==> src/hw/rtl/mma_pkg.sv <==
package mma_pkg;

    // configuration port
    localparam int CFG_W     = 4;
    localparam int CFG_IDX_W = 4;

    localparam logic [CFG_IDX_W-1:0] REG_WINDOW_LENGTH = 4'd0;
    localparam logic [CFG_IDX_W-1:0] REG_CORE_COUNT    = 4'd1;

    localparam logic [CFG_W-1:0] WINDOW_LENGTH_RESET = 4'd3;
    localparam logic [CFG_W-1:0] CORE_COUNT_RESET    = 4'd4;

    // controller to datapath
    typedef struct packed {
        logic stage;       // input transfer, latch sample into staging row
        logic commit;      // trim history, claim next ring slot
        logic copy;        // copy one staging entry into the ring
        logic rd;          // read one history entry for the sums
        logic start_all;   // divide total by cores * snapshots
        logic take_all;    // latch overall mean, rewind core counter
        logic start_core;  // divide current core sum by snapshots
        logic take_core;   // latch current core mean
        logic next_core;   // advance to next core
    } t_cmd;

    // datapath to controller
    typedef struct packed {
        logic copy_last;
        logic rd_last;
        logic core_last;
        logic cores_zero;
        logic div_done;
    } t_sts;

endpackage

==> src/hw/rtl/mma_div.sv <==
module mma_div #(
    parameter int W = 14
) (
    input  logic         i_clk,
    input  logic         i_rst_n,
    input  logic         i_start,
    input  logic [W-1:0] i_dividend,
    input  logic [W-1:0] i_divisor,
    output logic         o_done,
    output logic [W-1:0] o_quotient
);

    localparam int CNT_W = (W > 1) ? $clog2(W) : 1;

    logic             r_busy;
    logic             r_done;
    logic [CNT_W-1:0] r_cnt;
    logic [W-1:0]     r_rem;
    logic [W-1:0]     r_quo;
    logic [W-1:0]     r_dsr;
    logic [W:0]       trial;
    logic             fits;

    // restoring division, one quotient bit per cycle
    assign trial = {r_rem, r_quo[W-1]};
    assign fits  = (trial >= {1'b0, r_dsr});

    always_ff @(posedge i_clk) begin
        if (!i_rst_n) begin
            r_busy <= 1'b0;
            r_done <= 1'b0;
            r_cnt  <= '0;
        end else if (i_start) begin
            r_busy <= 1'b1;
            r_done <= 1'b0;
            r_cnt  <= '0;
        end else if (r_busy) begin
            if (int'(r_cnt) == W - 1) begin
                r_busy <= 1'b0;
                r_done <= 1'b1;
            end
            r_cnt <= r_cnt + 1'b1;
        end
    end

    always_ff @(posedge i_clk) begin
        if (i_start) begin
            r_rem <= '0;
            r_quo <= i_dividend;
            r_dsr <= i_divisor;
        end else if (r_busy) begin
            r_rem <= fits ? W'(trial - {1'b0, r_dsr}) : W'(trial);
            r_quo <= {r_quo[W-2:0], fits};
        end
    end

    assign o_done     = r_done;
    assign o_quotient = r_quo;

endmodule

==> src/hw/rtl/mma_dp.sv <==
module mma_dp #(
    parameter  int MAX_CORES  = 8,
    parameter  int MAX_WINDOW = 10,
    parameter  int LOAD_BITS  = 7,
    localparam int CORE_W     = (MAX_CORES > 1) ? $clog2(MAX_CORES) : 1
) (
    input  logic                       i_clk,
    input  logic                       i_rst_n,
    input  mma_pkg::t_cmd              i_cmd,
    output mma_pkg::t_sts              o_sts,
    input  logic [mma_pkg::CFG_W-1:0]  i_window_length,
    input  logic [mma_pkg::CFG_W-1:0]  i_core_count,
    input  logic [CORE_W-1:0]          i_core_index,
    input  logic [LOAD_BITS-1:0]       i_load_value,
    output logic [CORE_W-1:0]          o_core_number,
    output logic [LOAD_BITS-1:0]       o_core_average,
    output logic [LOAD_BITS-1:0]       o_overall_average,
    output logic                       o_last_result
);

    localparam int SLOTS  = MAX_WINDOW + 1;
    localparam int SLOT_W = $clog2(SLOTS);
    localparam int DEPTH  = SLOTS * MAX_CORES;
    localparam int ADDR_W = $clog2(DEPTH);
    localparam int HELD_W = $clog2(MAX_WINDOW + 2);
    localparam int SUM_W  = LOAD_BITS + $clog2(DEPTH);
    localparam int CFG_W  = mma_pkg::CFG_W;

    logic [LOAD_BITS-1:0] r_staging  [MAX_CORES];
    logic [LOAD_BITS-1:0] r_mem      [DEPTH];
    logic [SUM_W-1:0]     r_core_sum [MAX_CORES];

    logic [LOAD_BITS-1:0] r_rdata;
    logic [SLOT_W-1:0]    r_head;
    logic [SLOT_W-1:0]    r_wslot;
    logic [SLOT_W-1:0]    r_rslot;
    logic [HELD_W-1:0]    r_held;
    logic [HELD_W-1:0]    r_k;
    logic [CORE_W-1:0]    r_c;
    logic [CORE_W-1:0]    r_rd_c;
    logic                 r_rd_v;
    logic                 r_rd_end;
    logic [SUM_W-1:0]     r_acc;
    logic [SUM_W-1:0]     r_total;
    logic [LOAD_BITS-1:0] r_overall;
    logic [LOAD_BITS-1:0] r_core_avg;

    logic [CFG_W-1:0]     win;
    logic [CFG_W-1:0]     cores;
    logic [HELD_W-1:0]    held_trim;
    logic [SLOT_W-1:0]    head_inc;
    logic [SLOT_W-1:0]    rslot_dec;
    logic [ADDR_W-1:0]    wr_addr;
    logic [ADDR_W-1:0]    rd_addr;
    logic                 last_k;
    logic                 copy_last;
    logic                 core_last;
    logic                 idx_ok;
    logic [SUM_W-1:0]     sum_in;
    logic [SUM_W-1:0]     div_dividend;
    logic [SUM_W-1:0]     div_divisor;
    logic [SUM_W-1:0]     div_quo;
    logic                 div_done;

    // out-of-range settings act as the largest supported value
    assign win   = (int'(i_window_length) > MAX_WINDOW) ? CFG_W'(MAX_WINDOW) : i_window_length;
    assign cores = (int'(i_core_count) > MAX_CORES) ? CFG_W'(MAX_CORES) : i_core_count;

    assign held_trim = (int'(r_held) > int'(win)) ? HELD_W'(win) : r_held;
    assign head_inc  = (int'(r_head) == SLOTS - 1) ? '0 : r_head + 1'b1;
    assign rslot_dec = (r_rslot == '0) ? SLOT_W'(SLOTS - 1) : r_rslot - 1'b1;
    assign wr_addr   = ADDR_W'(int'(r_wslot) * MAX_CORES + int'(r_c));
    assign rd_addr   = ADDR_W'(int'(r_rslot) * MAX_CORES + int'(r_c));
    assign last_k    = (int'(r_k) == int'(r_held) - 1);
    assign copy_last = (int'(r_c) == MAX_CORES - 1);
    assign core_last = (int'(r_c) == int'(cores) - 1);
    assign idx_ok    = (int'(i_core_index) < int'(cores));
    assign sum_in    = r_acc + SUM_W'(r_rdata);

    // control state
    always_ff @(posedge i_clk) begin
        if (!i_rst_n) begin
            for (int i = 0; i < MAX_CORES; i++) begin
                r_staging[i] <= '0;
            end
            r_head  <= '0;
            r_wslot <= '0;
            r_rslot <= '0;
            r_held  <= '0;
            r_k     <= '0;
            r_c     <= '0;
            r_rd_v  <= 1'b0;
        end else begin
            r_rd_v <= i_cmd.rd;
            if (i_cmd.stage && idx_ok) begin
                r_staging[i_core_index] <= i_load_value;
            end
            if (i_cmd.commit) begin
                r_held  <= held_trim + 1'b1;
                r_wslot <= r_head;
                r_head  <= head_inc;
                r_c     <= '0;
            end
            if (i_cmd.copy) begin
                if (copy_last) begin
                    r_c     <= '0;
                    r_k     <= '0;
                    r_rslot <= r_wslot;
                end else begin
                    r_c <= r_c + 1'b1;
                end
            end
            // walk newest to oldest for each core in turn
            if (i_cmd.rd) begin
                if (last_k) begin
                    r_k     <= '0;
                    r_rslot <= r_wslot;
                    r_c     <= r_c + 1'b1;
                end else begin
                    r_k     <= r_k + 1'b1;
                    r_rslot <= rslot_dec;
                end
            end
            if (i_cmd.take_all) begin
                r_c <= '0;
            end
            if (i_cmd.next_core) begin
                r_c <= r_c + 1'b1;
            end
        end
    end

    // snapshot history
    always_ff @(posedge i_clk) begin
        if (i_cmd.copy) begin
            r_mem[wr_addr] <= r_staging[r_c];
        end
        if (i_cmd.rd) begin
            r_rdata <= r_mem[rd_addr];
        end
    end

    // sums and results
    always_ff @(posedge i_clk) begin
        if (i_cmd.rd) begin
            r_rd_end <= last_k;
            r_rd_c   <= r_c;
        end
        if (i_cmd.copy && copy_last) begin
            r_acc   <= '0;
            r_total <= '0;
        end
        if (r_rd_v) begin
            if (r_rd_end) begin
                r_core_sum[r_rd_c] <= sum_in;
                r_total            <= r_total + sum_in;
                r_acc              <= '0;
            end else begin
                r_acc <= sum_in;
            end
        end
        if (i_cmd.take_all) begin
            r_overall <= div_quo[LOAD_BITS-1:0];
        end
        if (i_cmd.take_core) begin
            r_core_avg <= div_quo[LOAD_BITS-1:0];
        end
    end

    assign div_dividend = i_cmd.start_all ? r_total : r_core_sum[r_c];
    assign div_divisor  = i_cmd.start_all ? SUM_W'(int'(cores) * int'(r_held))
                                          : SUM_W'(r_held);

    mma_div #(
        .W (SUM_W)
    ) u_div (
        .i_clk      (i_clk),
        .i_rst_n    (i_rst_n),
        .i_start    (i_cmd.start_all | i_cmd.start_core),
        .i_dividend (div_dividend),
        .i_divisor  (div_divisor),
        .o_done     (div_done),
        .o_quotient (div_quo)
    );

    assign o_sts.copy_last  = copy_last;
    assign o_sts.rd_last    = last_k & core_last;
    assign o_sts.core_last  = core_last;
    assign o_sts.cores_zero = (cores == '0);
    assign o_sts.div_done   = div_done;

    assign o_core_number     = r_c;
    assign o_core_average    = r_core_avg;
    assign o_overall_average = r_overall;
    assign o_last_result     = core_last;

endmodule

==> src/hw/rtl/mma_ctrl.sv <==
module mma_ctrl (
    input  logic          i_clk,
    input  logic          i_rst_n,
    input  logic          i_in_valid,
    input  logic          i_in_end,
    output logic          o_in_ready,
    output logic          o_out_valid,
    input  logic          i_out_ready,
    output mma_pkg::t_cmd o_cmd,
    input  mma_pkg::t_sts i_sts
);

    typedef enum logic [3:0] {
        ST_IDLE,
        ST_COPY,
        ST_SUM,
        ST_DRAIN,
        ST_ALL_GO,
        ST_ALL_WAIT,
        ST_CORE_GO,
        ST_CORE_WAIT,
        ST_EMIT
    } t_state;

    t_state r_state;
    t_state n_state;

    always_ff @(posedge i_clk) begin
        if (!i_rst_n) begin
            r_state <= ST_IDLE;
        end else begin
            r_state <= n_state;
        end
    end

    always_comb begin
        n_state = r_state;
        o_cmd   = '0;
        unique case (r_state)
            ST_IDLE: begin
                if (i_in_valid) begin
                    o_cmd.stage = 1'b1;
                    if (i_in_end) begin
                        o_cmd.commit = 1'b1;
                        n_state      = ST_COPY;
                    end
                end
            end
            ST_COPY: begin
                o_cmd.copy = 1'b1;
                if (i_sts.copy_last) begin
                    n_state = i_sts.cores_zero ? ST_IDLE : ST_SUM;
                end
            end
            ST_SUM: begin
                o_cmd.rd = 1'b1;
                if (i_sts.rd_last) begin
                    n_state = ST_DRAIN;
                end
            end
            // last read word lands in the accumulator here
            ST_DRAIN: begin
                n_state = ST_ALL_GO;
            end
            ST_ALL_GO: begin
                o_cmd.start_all = 1'b1;
                n_state         = ST_ALL_WAIT;
            end
            ST_ALL_WAIT: begin
                if (i_sts.div_done) begin
                    o_cmd.take_all = 1'b1;
                    n_state        = ST_CORE_GO;
                end
            end
            ST_CORE_GO: begin
                o_cmd.start_core = 1'b1;
                n_state          = ST_CORE_WAIT;
            end
            ST_CORE_WAIT: begin
                if (i_sts.div_done) begin
                    o_cmd.take_core = 1'b1;
                    n_state         = ST_EMIT;
                end
            end
            ST_EMIT: begin
                if (i_out_ready) begin
                    if (i_sts.core_last) begin
                        n_state = ST_IDLE;
                    end else begin
                        o_cmd.next_core = 1'b1;
                        n_state         = ST_CORE_GO;
                    end
                end
            end
            default: begin
                n_state = ST_IDLE;
            end
        endcase
    end

    assign o_in_ready  = (r_state == ST_IDLE);
    assign o_out_valid = (r_state == ST_EMIT);

endmodule

==> src/hw/rtl/multichannel_moving_average.sv <==
// Per-core moving average of load samples. Each sample transfer latches one
// active core's load into a staging row (an index at or past the core count is
// dropped); a transfer with i_snapshot_end set commits the row into a ring of
// MAX_WINDOW+1 snapshots (trimmed first to window_length) and then emits one
// result per active core, core 0 first, each carrying that core's floor mean
// and the floor mean over all active cores and held snapshots. The sums and
// the divider are SUM_W = LOAD_BITS + clog2((MAX_WINDOW+1)*MAX_CORES) bits
// wide, 14 at the defaults. The staging row is copied one entry a cycle, the
// history is summed through the single read port one entry a cycle, and every
// mean goes through one shared divider that makes one quotient bit a cycle.
// The block takes no sample until the last result of a commit has been taken.
module multichannel_moving_average #(
    parameter  int MAX_CORES  = 8,
    parameter  int MAX_WINDOW = 10,
    parameter  int LOAD_BITS  = 7,
    localparam int CORE_W     = (MAX_CORES > 1) ? $clog2(MAX_CORES) : 1
) (
    input  logic                          i_clk,
    input  logic                          i_rst_n,
    input  logic                          i_cfg_we,
    input  logic [mma_pkg::CFG_IDX_W-1:0] i_cfg_index,
    input  logic [mma_pkg::CFG_W-1:0]     i_cfg_data,
    input  logic                          i_valid,
    output logic                          o_ready,
    input  logic [CORE_W-1:0]             i_core_index,
    input  logic [LOAD_BITS-1:0]          i_load_value,
    input  logic                          i_snapshot_end,
    output logic                          o_valid,
    input  logic                          i_ready,
    output logic [CORE_W-1:0]             o_core_number,
    output logic [LOAD_BITS-1:0]          o_core_average,
    output logic [LOAD_BITS-1:0]          o_overall_average,
    output logic                          o_last_result
);

    logic [mma_pkg::CFG_W-1:0] r_window_length;
    logic [mma_pkg::CFG_W-1:0] r_core_count;
    mma_pkg::t_cmd             cmd;
    mma_pkg::t_sts             sts;

    always_ff @(posedge i_clk) begin
        if (!i_rst_n) begin
            r_window_length <= mma_pkg::WINDOW_LENGTH_RESET;
            r_core_count    <= mma_pkg::CORE_COUNT_RESET;
        end else if (i_cfg_we) begin
            priority if (i_cfg_index == mma_pkg::REG_WINDOW_LENGTH) begin
                r_window_length <= i_cfg_data;
            end else if (i_cfg_index == mma_pkg::REG_CORE_COUNT) begin
                r_core_count <= i_cfg_data;
            end else begin
                // unknown index, write dropped
                r_core_count <= r_core_count;
            end
        end
    end

    mma_ctrl u_ctrl (
        .i_clk       (i_clk),
        .i_rst_n     (i_rst_n),
        .i_in_valid  (i_valid),
        .i_in_end    (i_snapshot_end),
        .o_in_ready  (o_ready),
        .o_out_valid (o_valid),
        .i_out_ready (i_ready),
        .o_cmd       (cmd),
        .i_sts       (sts)
    );

    mma_dp #(
        .MAX_CORES  (MAX_CORES),
        .MAX_WINDOW (MAX_WINDOW),
        .LOAD_BITS  (LOAD_BITS)
    ) u_dp (
        .i_clk             (i_clk),
        .i_rst_n           (i_rst_n),
        .i_cmd             (cmd),
        .o_sts             (sts),
        .i_window_length   (r_window_length),
        .i_core_count      (r_core_count),
        .i_core_index      (i_core_index),
        .i_load_value      (i_load_value),
        .o_core_number     (o_core_number),
        .o_core_average    (o_core_average),
        .o_overall_average (o_overall_average),
        .o_last_result     (o_last_result)
    );

endmodule

==> config.mk <==
export PLATFORM = sky130hd
export DESIGN_NAME = multichannel_moving_average
export DESIGN_NICKNAME = d
export VERILOG_FILES = /design/src/hw/rtl/mma_pkg.sv /design/src/hw/rtl/mma_div.sv /design/src/hw/rtl/mma_dp.sv /design/src/hw/rtl/mma_ctrl.sv /design/src/hw/rtl/multichannel_moving_average.sv
export SDC_FILE = /design/constraint.sdc
export NUM_CORES = 1
export LEC_CHECK = 0
export BUFFER_PORTS_ARGS = -buffer_cell sky130_fd_sc_hd__buf_2
export CAP_MARGIN = 20
export CELL_PAD_IN_SITES_DETAIL_PLACEMENT = 0
export CELL_PAD_IN_SITES_GLOBAL_PLACEMENT = 2
export CORE_ASPECT_RATIO = 0.7
export CORE_MARGIN = 1.5
export CORE_UTILIZATION = 40
export CTS_BUF_LIST = sky130_fd_sc_hd__clkbuf_4
export CTS_CLUSTER_DIAMETER = 80
export DETAILED_ROUTE_END_ITERATION = 7
export GPL_TIMING_DRIVEN = 1
export HOLD_SLACK_MARGIN = 0.02
export PLACE_DENSITY_LB_ADDON = 0.1
export SLEW_MARGIN = 15
export SYNTH_ARGS = -nofsm -noshare
export SYNTH_HDL_FRONTEND = slang
export SYNTH_HIERARCHICAL = 1
export SYNTH_SLANG_ARGS = --single-unit
==> constraint.sdc <==
create_clock -name i_clk -period 7.7 [get_ports i_clk]
set_clock_uncertainty 0.2 [all_clocks]
set_input_delay 1.925 -clock i_clk [delete_from_list [all_inputs] [get_ports i_clk]]
set_output_delay 1.925 -clock i_clk [all_outputs]
set_load 0.01 [all_outputs]
Yosys cells after proc, flatten, opt, wreduce, memory -nomap -nowiden:

Memories as Yosys holds them, arrays and structs flattened. A register that Yosys moved wholly into a read port is not among the register bits.
Index checks and enable logic that the tools add are counted.

* equality and inequality tests: 21
* $lt $le $gt $ge: 5
* multiplexer cells: 71
* shift-type cells: 0
* reduce and logical (&&, ||, !) cells: 17
* div/mod/pow operators: 0
* add/subtract/negate cells: 13
* bitwise gates (word level): 4
* $mul: 1

Operators with widths (number)
* 2-to-1 mux 14 bit: 10
* 2-to-1 mux 4 bit: 21
* one-hot mux 4 bit (9 select lines): 1
* 2-to-1 mux 3 bit: 11
* equality test 4 x 32 -> 1 bit: 1
* equality test 5 x 32 -> 1 bit: 1
* 2-to-1 mux 1 bit: 24
* equality test 4 x 3 -> 1 bit, second input constant: 5
* adder 4 x 1 -> 4 bit, second input constant: 4
* logical NOT 4 bit: 4
* greater-or-equal comparator 15 x 8 -> 1 bit: 1
* adder 14 bit: 1
* adder 14 x 7 -> 14 bit: 1
* adder 7 x 3 -> 7 bit: 2
* subtractor 14 x 8 -> 14 bit: 1
* != test 2 x 1 -> 1 bit, second input constant: 5
* subtractor 4 x 1 -> 5 bit, second input constant: 2
* equality test 4 x 1 -> 1 bit, second input constant: 2
* equality test 4 x 2 -> 1 bit, second input constant: 2
* equality test 4 bit, second input constant: 2
* greater-than comparator 4 bit, second input constant: 2
* multiplier 4 x 4 -> 8 bit: 1
* nonzero test 2 bit: 4
* 2-to-1 mux 7 bit: 1
* other kinds (16): 23

* memories kept: 3
* bits in latches: 0
* bits in registers: 124
* RAM bits: 784
* bits of input ports: 24
* memory bits (read-only): 0
* output and inout port bits: 20

Memories
* u_dp.r_mem: depth 88, width 7, read ports 1, clocked after Yosys merged registers in 1, wr ports 1, line mma_dp.sv:30 `logic [LOAD_BITS-1:0] r_mem [DEPTH];`
* u_dp.r_core_sum: depth 8, width 14, read ports 1, clocked after Yosys merged registers in 1, wr ports 1, line mma_dp.sv:31 `logic [SUM_W-1:0] r_core_sum [MAX_CORES];`
* u_dp.r_staging: depth 8, width 7, read ports 1, clocked after Yosys merged registers in 1, wr ports 8, line mma_dp.sv:29 `logic [LOAD_BITS-1:0] r_staging [MAX_CORES];`

Longest topological paths before layout:

Gate-level depths: netlist of the first run.

* word-level depth: 10
* gate-level depth with buffers: 16
* mapped depth without buffers: 16

By module:

The synthesis of the first run kept the hierarchy.

By module, submodules not included
* mma_dp: area an instance 36123.4 um^2, cells each 2338, seq. area each 25474.4 um^2, instances 1
* mma_div: area an instance 2580.0 um^2, cells each 243, seq. area each 1241.2 um^2, instances 1
* mma_ctrl: area an instance 391.6 um^2, cells each 51, seq. area each 80.1 um^2, instances 1
* multichannel_moving_average: area an instance 335.3 um^2, cells each 35, seq. area each 160.2 um^2, instances 1

Worst setup path before layout of the first run:

OpenSTA, ideal clock, no wires.

* kind: register -> register
* start: register, netlist name u_dp/o_core_number[1]
* end: memory u_dp.r_mem[0][2], data pin
* clock period less this slack: 6085 ps
* required time: 6613 ps
* stages on the path, launching flop included: 8
* library setup time: 887 ps
* data arrival time: 4998 ps
* setup slack: 1615 ps
* path through: dfxtp_1 -> buf_6 -> buf_4 -> buf_4 -> buf_2 -> buf_2 -> a221oi_1 -> o21ai_0

RTL lines (line)
* end: declaration: mma_dp.sv:30

Worst setup path after layout of the first run:

* start: register r_core_count[3] (netlist name)
* end: output port o_last_result

* longest elaborated chain between the ends: 4

RTL lines
* start: declaration: line multichannel_moving_average.sv:37 `logic [mma_pkg::CFG_W-1:0] r_core_count;`
* start signal: assignment: line multichannel_moving_average.sv:44 `r_core_count <= mma_pkg::CORE_COUNT_RESET;`
* start signal: assignment: line multichannel_moving_average.sv:49 `r_core_count <= i_cfg_data;`
* start signal: assignment: line multichannel_moving_average.sv:52 `r_core_count <= r_core_count;`
* greater-than comparator 4 bit: line mma_dp.sv:67 `assign cores = (int'(i_core_count) > MAX_CORES) ? CFG_W'(MAX_CORES) : i_core_count;`
* 2-to-1 mux 4 bit *: line mma_dp.sv:67
* subtractor 4 x 1 -> 5 bit *: line mma_dp.sv:76 `assign core_last = (int'(r_c) == int'(cores) - 1);`
* equality test 4 x 32 -> 1 bit *: line mma_dp.sv:76
* end: declaration: line multichannel_moving_average.sv:33 `output logic o_last_result`

Mark *: on every way between the ends. The rest lies on a longest branch, timed or not.

==> flow_metrics.tcl, run 1 <==
set metrics [dict create \
    instances_no_fill 4381 \
    io_pins 44 \
    dr_wl_met3_mm 10.1 \
    syn_avg_cell_area_um2 14.8 \
    leakage_uw 0.0148 \
    ys_seq_area_share_pct 68.4 \
    regToRegSetupSlack_ps 3170 \
    met1_length_mm 58.0 \
    cp.required_ps 5580 \
    drt_iter0_drc 2560 \
    max_cap_violations 0 \
    p_per_area_mw_per_mm2 316 \
    synth_area_mm2 0.0394 \
    top_layer "met4" \
    drtAntennaViolNets 0 \
    cts-resized-gates 0 \
    synth.distinct_cells 94 \
    clk_pin_slew_ps 70 \
    vdd_drop_max_v 0.000136 \
    clockPowerShare_pct 28.9 \
    wl_per_cell_um 27.2 \
    rsz0062_at_grt "false" \
    io_buffers 43 \
    htreeDepth 4 \
    postCtsSetupRepairBufs 0 \
    dr_total_vias 24600 \
    grt_pass1_vias 24200 \
    cts_hold_buf 0 \
    die_height_um 266 \
    seq_power_share_pct 45.2 \
    wl_met2_mm 49.0 \
    globalRouteOverflowTotal 0 \
    coreArea_mm2 0.0979 \
    ys_warn_count 6 \
    clockBufferDepth 3 \
    cts_sinks 921 \
    synth-async-reset-ratio_pct 0 \
    drtPass1Iterations 8 \
    fp-row-count 96 \
    synth-edff-count 851 \
    tns_ps 0 \
    internal-power_uw 9330 \
    critPathKind "register to output port" \
    root_buffer "clkbuf_4" \
    gr-usage-all-layers_pct 23.9 \
    final_nets 2979 \
    die_w_um 378 \
    finalCritPeriodShare_pct 74.1 \
    crit_path_start_kind "register" \
    fill_cells 8743 \
    fin_ws_ps 1990 \
    synth_ff_type "edfxtp_1" \
    power.switching_uw 4590 \
    final_core_util_pct 45.0 \
    hp-class "register to register" \
    setup_viol 0 \
    synth_seq_cells 921 \
    drive_above_1_share_pct 22.0 \
    arrival_ps 3580 \
    cts_tree "done" \
    viasPerCell 5.62 \
    critPathCaptureType "output port" \
    wl_mm 119 \
    total_power_uw 13900 \
    cts_buffers 225 \
    synth_cells 2667 \
    route.detailed.drc 0 \
    grt_max_degree 91 \
    hold_viol 0 \
    status "complete, no violations" \
    maxSlewViolCount 0 \
    area_growth_syn_to_layout_pct 11.6 \
    antenna_found_initial 3 \
    grt_pass1_wl_mm 171 \
    pwr-share-comb_pct 25.9 \
    fmax_mhz 175 \
    switching_share_pct 33.0 \
    place_inst 3979 \
    die_area_mm2 0.100 \
    critPathMaxFanout 13 \
    place_congestion 0.848 \
    period_minus_slack_ps 5710 \
    relSlewSlack_pct 25.5 \
    dp_slack_ps 3060 \
    start_util_pct 40.3 \
    place_hpwl_mm 74.9 \
    tightestPinTransition_ps 1110 \
    clk-insertion-delay-late_ps 1110 \
]
==> placed cells by master, fill, tap and decap left out, drive strengths merged, types with 26 or more instances in the layout <==
cell type,count
nor2b,37
nand3,27
clkinv,48
nor2,220
a221oi,68
edfxtp,851
dfxtp,70
mux2,95
inv,70
mux4,42
xnor2,30
a22oi,74
o21ai,114
nand2,143
and2,77
nor3,26
buf,124
a21oi,137
ha,62
mux2i,98
clkbuf,343
==> through the flow <==
step / hold WS (ps) / area, um2
floorplan: 241 / 39400
global placement: 258 / 41200
detailed placement: 258 / 41200
CTS: 264 / 44000
global route: 273 / 44000
finish: 256 / 44000
==> power by group through the flow <==
stage	Sequential, uW	Clock (uW)	Combinational, uW
after global placement	6390	0	3540
after global routing	6320	4390	3890
after floorplan	6330	0	2360
final	6290	4030	3600
after detailed placement	6400	0	3580
after CTS	6290	4160	3600
==> final timing paths <==
| check | start | cells after the start | endpoint |
|---|---|---|---|
| worst min-delay path | u_dp/u_div/o_quotient[3] | 0 | u_dp/o_overall_average[3] |
| worst max-delay path | r_core_count[3] | 7 | o_last_result |
| worst min register to register | u_dp/u_div/o_quotient[3] | 0 | u_dp/o_overall_average[3] |
| worst max register to register | u_dp/r_rdata[0] | 14 | u_dp/r_total[12] |
==> registers in the layout, indices dropped and copies added (netlist names), 3 cells and up <==
register and flops:
u_dp/o_core_number 3, u_dp/o_core_average 7, u_dp/o_overall_average 7, u_dp/u_div/r_cnt 4, u_dp/r_wslot 4, r_core_count 4, u_ctrl/r_state 4, u_dp/r_rslot 4
u_dp/r_core_sum 112, u_dp/u_div/o_quotient 14, u_dp/r_k 4, u_dp/r_staging 56, u_dp/r_rd_c 3, u_dp/r_total 14, u_dp/r_head 4, u_dp/r_acc 14
u_dp/u_div/r_rem 14, u_dp/r_mem 616, u_dp/r_held 4, u_dp/u_div/r_dsr 14, r_window_length 4, u_dp/r_rdata 7
==> per-layer routing <==
layer  global-route usage (%)  up-vias
met4                     6.99        0
met5                        0        -
met3                     5.62      151
li1                         -    10900
met2                     32.3     1014
met1                     37.5    12500
==> synth_stat cells (all sizes together), types with 19 or more instances <==
library cell	number	area share (%)
nand3	27	0.34
buf	100	1.9
a221oi	68	1.5
a21oi	137	1.7
o21ai	114	1.5
ha	62	2.0
mux2	95	2.7
nor2b	37	0.59
xnor2	30	0.69
a211oi	23	0.45
mux4	42	2.4
nor2	220	2.1
and2	77	1.2
clkbuf	38	0.37
o211ai	19	0.39
a22oi	74	1.4
inv	66	0.63
edfxtp	851	65
mux2i	98	2.5
nor3	26	0.40
dfxtp	70	3.6
nand2	143	1.4
==> cells by family (layout without fill, tap and decap cells) <==
family | count (synthesis) | count (layout) | synth area share, %
simple gates | 604 | 604 | 7.47
mux | 235 | 235 | 7.61
buf+inv | 205 | 589 | 2.98
flops | 921 | 921 | 68.4
other cells | 1 | 8 | 0.00951
fa+ha+maj | 69 | 69 | 2.32
xor+xnor | 48 | 48 | 1.09
compound gates | 584 | 584 | 10.2
==> worst max-delay path, cell delays in order, from the launching register on <==
cell	delay, ps
dfxtp_1	440
nor2b_1	410
inv_1	150
ha_1	280
o21ai_0	200
nand2_1	100
nor3_1	640
buf_2	260
==> area by class of cell <==
cell class	count	area [um2]	share of cell area, %
flip-flops and latches	921	27000	61.3
well taps	1323	1660	3.76
multi-input cells	1546	11500	26.0
repair buffers	125	838	1.91
diodes	2	5.00	0.0114
inverters	67	265	0.603
clock inverters	55	250	0.569
clock buffers	342	2570	5.83
(Power assumes the default switching activity.)
==> run 2, diff against run 1 <==
Clock period 7.7 ns to 5.1 ns, I/O delays scaled along.
==> run 2 against run 1 <==
Wire length is 2.0% higher. Non-clock buffer count rose by 76. Register-to-register slack lost 2400 ps. Sequential cell count is the same. Die area did not move. Critical endpoint unchanged. Highest routed layer unchanged. Sequential power is 52% higher. Largest cell class unchanged. Worst setup slack worse by 1600 ps.
==> flow_metrics.tcl, run 2 (synthesis results as in run 1) <==
set metrics [dict create \
    status "complete, no violations" \
    clockBufferDepth 3 \
    cts_tree "done" \
    postCtsSetupRepairBufs 0 \
    drive_above_1_share_pct 23.5 \
    area_growth_syn_to_layout_pct 13.8 \
    viasPerCell 5.58 \
    route.detailed.drc 0 \
    place_hpwl_mm 78.6 \
    wl_mm 122 \
    regMostFlops "u_dp/r_mem" \
    setup_viol 0 \
    clk-insertion-delay-late_ps 1150 \
    drtAntennaViolNets 0 \
    dr_total_vias 25000 \
    r2r-start "u_dp/r_acc[0]" \
    cts_buffers 225 \
    drt_iter0_drc 2715 \
    cts-resized-gates 0 \
    coreArea_mm2 0.0979 \
    drtPass1Iterations 6 \
    htreeDepth 4 \
    setup.worst_path.start "r_core_count[3]" \
    vdd_drop_max_v 0.000227 \
    largest_register_ffs 616 \
    reg_top3 "u_dp/r_mem: 616 flops, u_dp/r_core_sum: 112 flops, u_dp/r_staging: 56 flops" \
    maxSlewViolCount 0 \
    grt_pass1_wl_mm 174 \
    grt_pass1_vias 24600 \
    p_per_area_mw_per_mm2 471 \
    io_pins 44 \
    hp-class "primary input to register" \
    critPathKind "register to output port" \
    layout_common_cells "edfxtp_1, clkbuf_4, nor2_1" \
    cts_hold_buf 0 \
    die_w_um 378 \
    start_util_pct 40.3 \
    fmax_mhz 211 \
    wl_per_cell_um 27.1 \
    arrival_ps 3270 \
    die_area_mm2 0.100 \
    die_height_um 266 \
    critPathMaxFanout 13 \
    crit_path_start_kind "register" \
    clk_pin_slew_ps 60 \
    fp-row-count 96 \
    rsz0062_at_grt "false" \
    grt_max_degree 89 \
    fill_cells 8817 \
    fin_hold_ws_ps 197 \
    gr-usage-all-layers_pct 24.3 \
    cts_sinks 921 \
    instances_no_fill 4481 \
    tns_ps 0 \
    antenna_found_initial 5 \
    place_congestion 0.862 \
    critPathCaptureType "output port" \
    stdcell_area_mm2 0.0449 \
    final_nets 3055 \
    place_inst 4053 \
    root_buffer "clkbuf_4" \
    placed_area_mm2 0.0419 \
    relSlewSlack_pct 22.8 \
    hold_viol 0 \
    io_buffers 43 \
    final_common_cell "edfxtp_1" \
    tightestPinTransition_ps 1150 \
    globalRouteOverflowTotal 0 \
    finalCritPeriodShare_pct 92.9 \
    cp.required_ps 3620 \
    max_cap_violations 0 \
    period_minus_slack_ps 4740 \
    leakage_uw 0.0152 \
    min-delay-start "i_cfg_data[2]" \
]
## run 2: cell types whose count changed in the layout (fill, tap and decap cells not counted), sizes merged
cell,before,now
buf,124,201
clkinv,48,76
clkbuf,343,327
diode,2,10
bufinv,2,4
inv,70,71
## run 2: power breakdown
| part | leakage [uW] | total (uW) | internal, uW | switching, uW |
|---|---|---|---|---|
| Combinational | 0.00517 | 5440 | 1860 | 3580 |
| Sequential | 0.00838 | 9530 | 9200 | 332 |
| Clock | 0.00170 | 6170 | 3100 | 3070 |
| Total | 0.0152 | 21100 | 14200 | 6980 |
## run 2: critical path, cell delays in order (launching register included)
cell,delay [ps]
dfxtp_1,460
nor2b_1,450
inv_1,150
ha_1,280
o21ai_0,190
nand2_1,80
nor3_1,170
buf_4,190
buf_2,150
## run 2: worst paths after layout
kind	cells past startpoint	slack, ps	endpoint
min reg2reg	0	270	u_dp/o_core_average[4]
max reg2reg	16	820	u_dp/r_total[13]
max	8	360	o_last_result
min	3	200	r_window_length[2]
## run 2: area by class of cell
| class | instances | area (um2) | area share (%) |
|---|---|---|---|
| inverter | 67 | 265 | 0.591 |
| antenna | 10 | 25.0 | 0.0558 |
| sequential | 921 | 27000 | 60.1 |
| tap | 1323 | 1660 | 3.69 |
| clock buffer | 327 | 2450 | 5.47 |
| clock inverter | 86 | 434 | 0.968 |
| multi-input combinational | 1546 | 11500 | 25.6 |
| timing repair buffer | 201 | 1570 | 3.51 |
## run 2: metal layers
layer / track usage (%) / share of wire (%) / vias to the layer above
met5: 0 / 0 / -
met1: 36.9 / 48 / 12700
met2: 33.3 / 42 / 1061
li1: - / - / 11100
met3: 6.80 / 9.0 / 136
met4: 7.51 / 1.8 / 0
## run 2: metrics by stage
| step | utilization, % | total power, uW | setup WS, ps |
|---|---|---|---|
| finish | 45.8 | 21100 | 360 |
| detailed placement | 42.8 | 15100 | 883 |
| floorplan | - | 13100 | 526 |
| CTS | 45.7 | 21300 | 163 |
| global route | 45.8 | 22200 | 54.7 |
| global placement | 42.7 | 15000 | 792 |
